### config.mk
export PLATFORM = sky130hd
export DESIGN_NAME = hvd_sqrt
export DESIGN_NICKNAME = d
export VERILOG_FILES = /design/src/rtl/core/hvd_pkg.sv /design/src/rtl/core/hvd_sqrt.sv
export SDC_FILE = /design/constraint.sdc
export NUM_CORES = 2
export LEC_CHECK = 0
export BUFFER_PORTS_ARGS = -buffer_cell sky130_fd_sc_hd__buf_2
export CORE_MARGIN = 4
export CORE_UTILIZATION = 25
export DETAILED_ROUTE_END_ITERATION = 12
export GPL_TIMING_DRIVEN = 0
export PLACE_DENSITY = 0.39
export SYNTH_ARGS = -nofsm -noshare
export SYNTH_HDL_FRONTEND = slang
export SYNTH_SLANG_ARGS = --single-unit
### constraint.sdc
create_clock -name clk -period 5.7 [get_ports clk]
set_input_delay 0.57 -clock clk [delete_from_list [all_inputs] [get_ports clk]]
set_output_delay 0.57 -clock clk [all_outputs]
set_load 0.01 [all_outputs]
### src/rtl/core/hvd_pkg.sv
package hvd_pkg;

  // default number of cordic micro-rotations
  localparam int CORDIC_STAGES = 24;

  // q2.30 angle or trig value
  typedef logic signed [31:0] q30_t;

  localparam logic signed [30:0] LAT_LIMIT     = 31'sd900000000;
  localparam logic signed [33:0] LON_HALF_TURN = 34'sd1800000000;
  localparam logic signed [33:0] LON_TURN      = 34'sd3600000000;

  // pi*2^31 / 3.6e9 and pi*2^31 / 7.2e9, both reduced by the common factor 4
  localparam logic [30:0] RAD_MUL   = 31'd1686629713;
  localparam logic [30:0] DIV_FULL  = 31'd900000000;
  localparam logic [30:0] DIV_HALF  = 31'd1800000000;
  // floor(2^61 / divisor), quotient estimate from the top 32 dividend bits
  localparam logic [31:0] RECIP_FULL = 32'd2562047788;
  localparam logic [31:0] RECIP_HALF = 32'd1281023894;

  localparam logic signed [32:0] CORDIC_GAIN = 33'sd652032874;
  localparam logic [60:0]        ONE_Q60     = 61'h1000_0000_0000_0000;
  localparam int                 SQRT_STEPS  = 31;
  localparam logic [29:0]        RADIUS_CM   = 30'd637100000;
  localparam logic [30:0]        HALF_CIRC   = 31'd2001508680;

  // atan(2^-i) in q30, rounded
  function automatic logic [30:0] atan_q30(int i);
    logic [63:0] t;
    t = ((64'd1 << 31) >> i) + 64'd1;
    case (i)
      0: return 31'd843314857;
      1: return 31'd497837829;
      2: return 31'd263043837;
      3: return 31'd133525159;
      4: return 31'd67021687;
      5: return 31'd33543516;
      6: return 31'd16775851;
      7: return 31'd8388437;
      8: return 31'd4194283;
      9: return 31'd2097149;
      default: return 31'(t >> 1);
    endcase
  endfunction

endpackage

### src/rtl/core/hvd_sqrt.sv
module hvd_sqrt (
  input  logic        clk,
  input  logic        rst_n,
  input  logic        en,
  input  logic        in_vld,
  input  logic [60:0] val,
  output logic        out_vld,
  output logic [30:0] root
);

  localparam int NS = hvd_pkg::SQRT_STEPS;

  logic [NS:0]  vld_r;
  logic [61:0]  v_r [NS+1];
  logic [61:0]  res_r [NS+1];

  function automatic logic [61:0] bitk(int k);
    return 62'd1 << (2 * (NS - 1 - k));
  endfunction

  always_ff @(posedge clk) begin
    if (!rst_n) begin
      vld_r <= '0;
    end else if (en) begin
      vld_r <= {vld_r[NS-1:0], in_vld};
    end
  end

  always_ff @(posedge clk) begin
    if (en) begin
      v_r[0]   <= 62'(val);
      res_r[0] <= '0;
      for (int k = 0; k < NS; k++) begin
        if (v_r[k] >= res_r[k] + bitk(k)) begin
          v_r[k+1]   <= v_r[k] - (res_r[k] + bitk(k));
          res_r[k+1] <= (res_r[k] >> 1) + bitk(k);
        end else begin
          v_r[k+1]   <= v_r[k];
          res_r[k+1] <= res_r[k] >> 1;
        end
      end
    end
  end

  assign out_vld = vld_r[NS];
  assign root    = res_r[NS][30:0];

endmodule

## Yosys cells after proc, flatten, opt, wreduce, memory -nomap -nowiden

Memories as Yosys holds them, arrays and structs flattened.
Index checks and enable logic that the tools add are counted.

| storage, ports and cells | value |
|---|---|
| output and inout port bits | 32 |
| bits in registers | 32 |
| memories | 2 |
| input bits | 65 |
| memory bits (writable) | 3968 |
| logic and storage cells | 439 |

| operators by class | value |
|---|---|
| order comparisons | 31 |
| mux-type cells | 250 |
| bitwise operators | 62 |
| $add $sub $neg | 93 |

Memories:

| name | words | bits a word | read ports | clocked after Yosys merged registers in | write ports | RTL line | text |
|---|---|---|---|---|---|---|---|
| res_r | 32 | 62 | 32 | 0 | 32 | hvd_sqrt.sv:15 | `logic [61:0] res_r [NS+1];` |
| v_r | 32 | 62 | 31 | 0 | 32 | hvd_sqrt.sv:14 | `logic [61:0] v_r [NS+1];` |

Operators by type and width:

| operator | number |
|---|---|
| two-way mux 62 bit | 62 |
| >= comparator 62 bit | 31 |
| subtractor 62 bit | 31 |
| two-way mux 1 bit | 188 |
| adder 61 x 1 -> 62 bit, second input constant | 1 |
| adder 61 x 11 -> 62 bit, second input constant | 1 |
| adder 61 x 13 -> 62 bit, second input constant | 1 |
| adder 61 x 15 -> 62 bit, second input constant | 1 |
| adder 61 x 17 -> 62 bit, second input constant | 1 |
| adder 61 x 19 -> 62 bit, second input constant | 1 |
| adder 61 x 21 -> 62 bit, second input constant | 1 |
| adder 61 x 23 -> 62 bit, second input constant | 1 |
| adder 61 x 25 -> 62 bit, second input constant | 1 |
| adder 61 x 27 -> 62 bit, second input constant | 1 |
| adder 61 x 29 -> 62 bit, second input constant | 1 |
| adder 61 x 3 -> 62 bit, second input constant | 1 |
| adder 61 x 31 -> 62 bit, second input constant | 1 |
| adder 61 x 33 -> 62 bit, second input constant | 1 |
| adder 61 x 35 -> 62 bit, second input constant | 1 |
| adder 61 x 37 -> 62 bit, second input constant | 1 |
| adder 61 x 39 -> 62 bit, second input constant | 1 |
| adder 61 x 41 -> 62 bit, second input constant | 1 |
| adder 61 x 43 -> 62 bit, second input constant | 1 |
| adder 61 x 45 -> 62 bit, second input constant | 1 |
| 43 further kinds | 104 |

## Longest topological paths before layout

| logic depth | value |
|---|---|
| depth in word-level cells | 6 |
| depth in mapped cells | 15 |
| mapped depth without buffers | 13 |

## Least setup slack after synthesis

No wires, ideal clock.

| timing path | value |
|---|---|
| path type | input port to flip-flop |
| from | input en |
| to | memory res_r[30][2], in the netlist res_r[1][870] (enable) |
| setup time | 483 ps |
| data arrival time | 4170 ps |
| required time | 5217 ps |
| path slack | 1047 ps |
| stages | 5 |
| path buffers | 5 |
| cells stage by stage | clkbuf_1 clkbuf_1 clkbuf_1 clkbuf_1 clkbuf_1 |

RTL lines:

| item | RTL line | text |
|---|---|---|
| start: declaration | hvd_sqrt.sv:4 | `input logic en,` |
| end: declaration | hvd_sqrt.sv:15 |  |

==> flow_metrics.env <==
export IMPL_async_flop_share_pct=0
export IMPL_numClockSinks=2449
export IMPL_worst_setup_path_type="register to register"
export IMPL_io_buffers=96
export IMPL_std_cell_rows=250
export IMPL_dpl_cell_area_sq_um=125900
export IMPL_slew_headroom_pct=21.10
export IMPL_start_kind="register"
export IMPL_finalSetupTns_ps=0
export IMPL_drt_iter0_markers=5472
export IMPL_grt_overflow_total=0
export IMPL_cts_buffers=292
export IMPL_core_sq_um=464500
export IMPL_worstMarginPinSlew_ps=1173
export IMPL_r2r_start="res_r[1][837]"
export IMPL_fin_crit_sh_pct=94.03
export IMPL_die_y_um=691.6
export IMPL_dieArea_sq_um=478300
export IMPL_setup_slack_ps=340.1
export IMPL_grt_pass1_wl_mm=490.6
export IMPL_ys_flop_type="edfxtp_1"
export IMPL_fmax_mhz=186.6
export IMPL_internal_power_w=0.03739
export IMPL_cp_top_family="simple AND/OR/NAND/NOR gates"
export IMPL_finalHoldViolations=0
export IMPL_tritoncts="done"
export IMPL_worstHoldStart="en"
export IMPL_start_util_pct=25.15
export IMPL_critical_path_max_fanout=10
export IMPL_wl_per_cell_um=20.43
export IMPL_p_seq_share_pct=45.8
export IMPL_post_route_util_pct=29.26
export IMPL_p_sw_w=0.01596
export IMPL_finClkSkew_ps=100.3
export IMPL_rsz0062_at_grt="no"
export IMPL_antenna_found_initial=19
export IMPL_grt_max_degree=73
export IMPL_p_comb_share_pct=19.9
export IMPL_p_per_area_nw_per_um2=392.5
export IMPL_ctsLongestPathBuffers=4
export IMPL_period_needed_ps=5360
export IMPL_fin_nets=10430
export IMPL_clock_latency_ps=940
export IMPL_crit_buf_inv=5
export IMPL_grt_total_usage_pct=13.43
export IMPL_die_width_um=691.6
export IMPL_clock_root_buffer="clkbuf_16"
export IMPL_seq_area_frac_synth_pct=62.68
export IMPL_yosysTopAreaCellShare_pct=62.13
export IMPL_crit_start="res_r[1][837]"
export IMPL_path_cells="inv_1 > ha_1 > clkbuf_1 > nand4b_1 > or4_1 > nor3_1 > nand4_1 > nor2_2 > a21oi_1 > o311a_1 > buf_6 > clkbuf_1 > buf_1 > nand2_1 > o21ai_0"
export IMPL_area_delta_synth_final_pct=16.35
export IMPL_synth_area_leaders="edfxtp_1, ha_1, xor2_1"
export IMPL_irDropWorstVdd_mv=0.2454
export IMPL_maxCapViolations=0
export IMPL_swShare_pct=29.92
export IMPL_slowest_delay_ps=750
export IMPL_via_per_inst=4.597
export IMPL_r2r_end="v_r[7][137]"
export IMPL_p_leak_nw=49.12
export IMPL_drcViolationCount=0
export IMPL_io_pin_count=97
export IMPL_clkPwrFrac_pct=34.3
export IMPL_synth_seq_cells=2449
export IMPL_grt_pass1_vias=74340
export IMPL_synth_cell_area_sq_um=116800
export IMPL_syn_inst=9363
export IMPL_pre_cts_slack_ps=-230.8
export IMPL_finalSetupViolCount=0
export IMPL_h_tree_depth=5
export IMPL_rr_worst_depth=15
export IMPL_cp_common_cell="clkbuf_1"
export IMPL_gp_congestion=0.8633
export IMPL_avgSynthCellArea_sq_um=12.48
export IMPL_drtAntennaViolNets=0
export IMPL_worst_hold_path_type="input pin to register"
export IMPL_hold_depth=1
export IMPL_cp_required_ps=6320
export IMPL_holdPathEnd="v_r[0][36]"
export IMPL_detailed_place_hpwl_mm=259.4
export IMPL_totalWireLength_mm=332.1
export IMPL_yosysTopAreaCell="edfxtp_1"
export IMPL_cp_slowest_cell="or4_1"
export IMPL_syn_nets=9951
export IMPL_dr_pass1_iters=6
export IMPL_layout_drive_gt1_share_pct=7.633
export IMPL_crit_arrival_ps=5980
export IMPL_cp_end_kind="register"
export IMPL_cts_clk_slew_worst_paths_ps=60
export IMPL_design_area_sq_um=135900
export IMPL_yosysWarnings=0
export IMPL_ff2ff_setup_slack_ps=340
export IMPL_synth_distinct_cells=103
export IMPL_synth_edff_count=2417
export IMPL_slew_viol_final=0
export IMPL_vias=74720
export IMPL_status="finished, final reports clean"
## placed cells by master, fill, tap and decap left out, types with 49 or more instances in the layout
master / synthesis / routed
clkinv_1: 1 / 49
nor2b_1: 105 / 105
xor2_1: 415 / 415
clkbuf_1: 183 / 211
clkbuf_16: 0 / 295
o21bai_1: 52 / 52
nand2b_1: 100 / 100
or4_1: 69 / 69
nand3_1: 149 / 149
nor3_1: 279 / 279
buf_2: 10 / 106
dlygate4sd3_1: 0 / 63
nand4_1: 149 / 149
o21ai_0: 506 / 506
mux2_2: 50 / 50
a21oi_1: 505 / 505
ha_1: 523 / 523
o21a_1: 104 / 104
inv_1: 644 / 644
or3_1: 93 / 93
a21o_1: 173 / 173
nor4_1: 308 / 306
and3_1: 49 / 49
edfxtp_1: 2417 / 2417
nor4b_1: 56 / 55
xnor2_1: 399 / 399
o31ai_1: 52 / 52
nor2_1: 598 / 597
nand2_1: 719 / 719
## power groups by stage
| stage | logic [W] | registers (W) | clock network (W) |
|---|---|---|---|
| 5_1_grt | 0.0118 | 0.0247 | 0.0198 |
| 3_3_place_gp | 0.0105 | 0.0250 | 0 |
| 6_report | 0.0106 | 0.0245 | 0.0183 |
| 4_1_cts | 0.0106 | 0.0245 | 0.0190 |
| 3_5_place_dp | 0.0105 | 0.0249 | 0 |
| 2_1_floorplan | 0.00764 | 0.0239 | 0 |
## worst max path at each step
stage / slack (ps) / end / cells after the start
floorplan: 1050 / res_r[1][870] / 5
global placement: -5840 / res_r[1][878] / 6
detailed placement: -230 / res_r[1][930] / 11
CTS: 130 / v_r[7][154] / 15
global route: 140 / v_r[7][151] / 15
finish: 340 / v_r[7][137] / 15
## flip-flops by register name (all words and copies together), names as in the netlist
name	cells
v_r	1921
res_r	496
vld_r	32
## area by class of cell
cell class	count	area (sq um)
tap	6174	7725
clock buffer	358	7619
sequential	2449	73220
buffer	244	1189
timing repair buffer	187	1827
clock inverter	167	1773
fill	47110	328600
inverter	645	2421
multi-input combinational	6025	40140
antenna	4	10.01
## through the flow
step | total power (W) | std cells | hold slack, ps
floorplan | 0.03158 | 9363 | 400.3
global placement | 0.03546 | 15630 | 409.8
detailed placement | 0.03541 | 15660 | 404.5
CTS | 0.05418 | 16250 | 1.760
global route | 0.05627 | 16250 | 67.43
finish | 0.05335 | 16250 | 105.6
## synth_stat cells (13+ instances only)
library cell and number:
buf_1 16, mux2_2 50, o31ai_1 52, dfxtp_1 32, nand4_1 149, xor2_1 415, inv_1 644, nand2_1 719
nor2_1 598, clkbuf_1 183, or4_1 69, mux2i_1 46, xnor2_1 399, or3_1 93, nor2b_1 105, o21bai_1 52
o211ai_1 37, a21o_1 173, nor4b_1 56, nand4b_1 32, nand2b_1 100, and2_1 27, and3_1 49, nor3b_1 19
a31oi_1 48, o41ai_1 17, buf_4 31, edfxtp_1 2417, ha_1 523, nor3_1 279, nand3_1 149, a21oi_1 505
a211oi_1 41, nand3b_1 26, nor4_1 308, o21ai_0 506, o21a_1 104, or2_2 34, a21boi_0 18, a211o_1 13
and4_1 15
## cells by family after synthesis
| logic type | synth area share [%] |
|---|---|
| xor gates and xnor gates | 6.103 |
| and+or+nand+nor | 12.61 |
| AOI/OAI and AO/OA | 9.064 |
| DFF | 62.68 |
| buffers and inverters | 2.987 |
| adders and majority gates | 5.602 |
| muxes | 0.9532 |
## per-layer routing
metal	up-vias	routed length (um)	track usage, %
met1	36730	149500	17.93
met2	1642	159600	22.83
met4	2	7441	3.060
met5	-	13	0
li1	35930	-	-
met3	418	15510	2.111
## repair_timing
| action | 4_1_cts | 5_1_grt |
|---|---|---|
| endpoints found under the setup margin | 0 | 18 |
| buffers inserted | 0 | 0 |
| gates resized for setup | 0 | 6 |
| endpoints found under the hold margin | 64 | 0 |
| hold buffers | 63 | 0 |
Note: power is estimated with default switching activity, not from simulation.
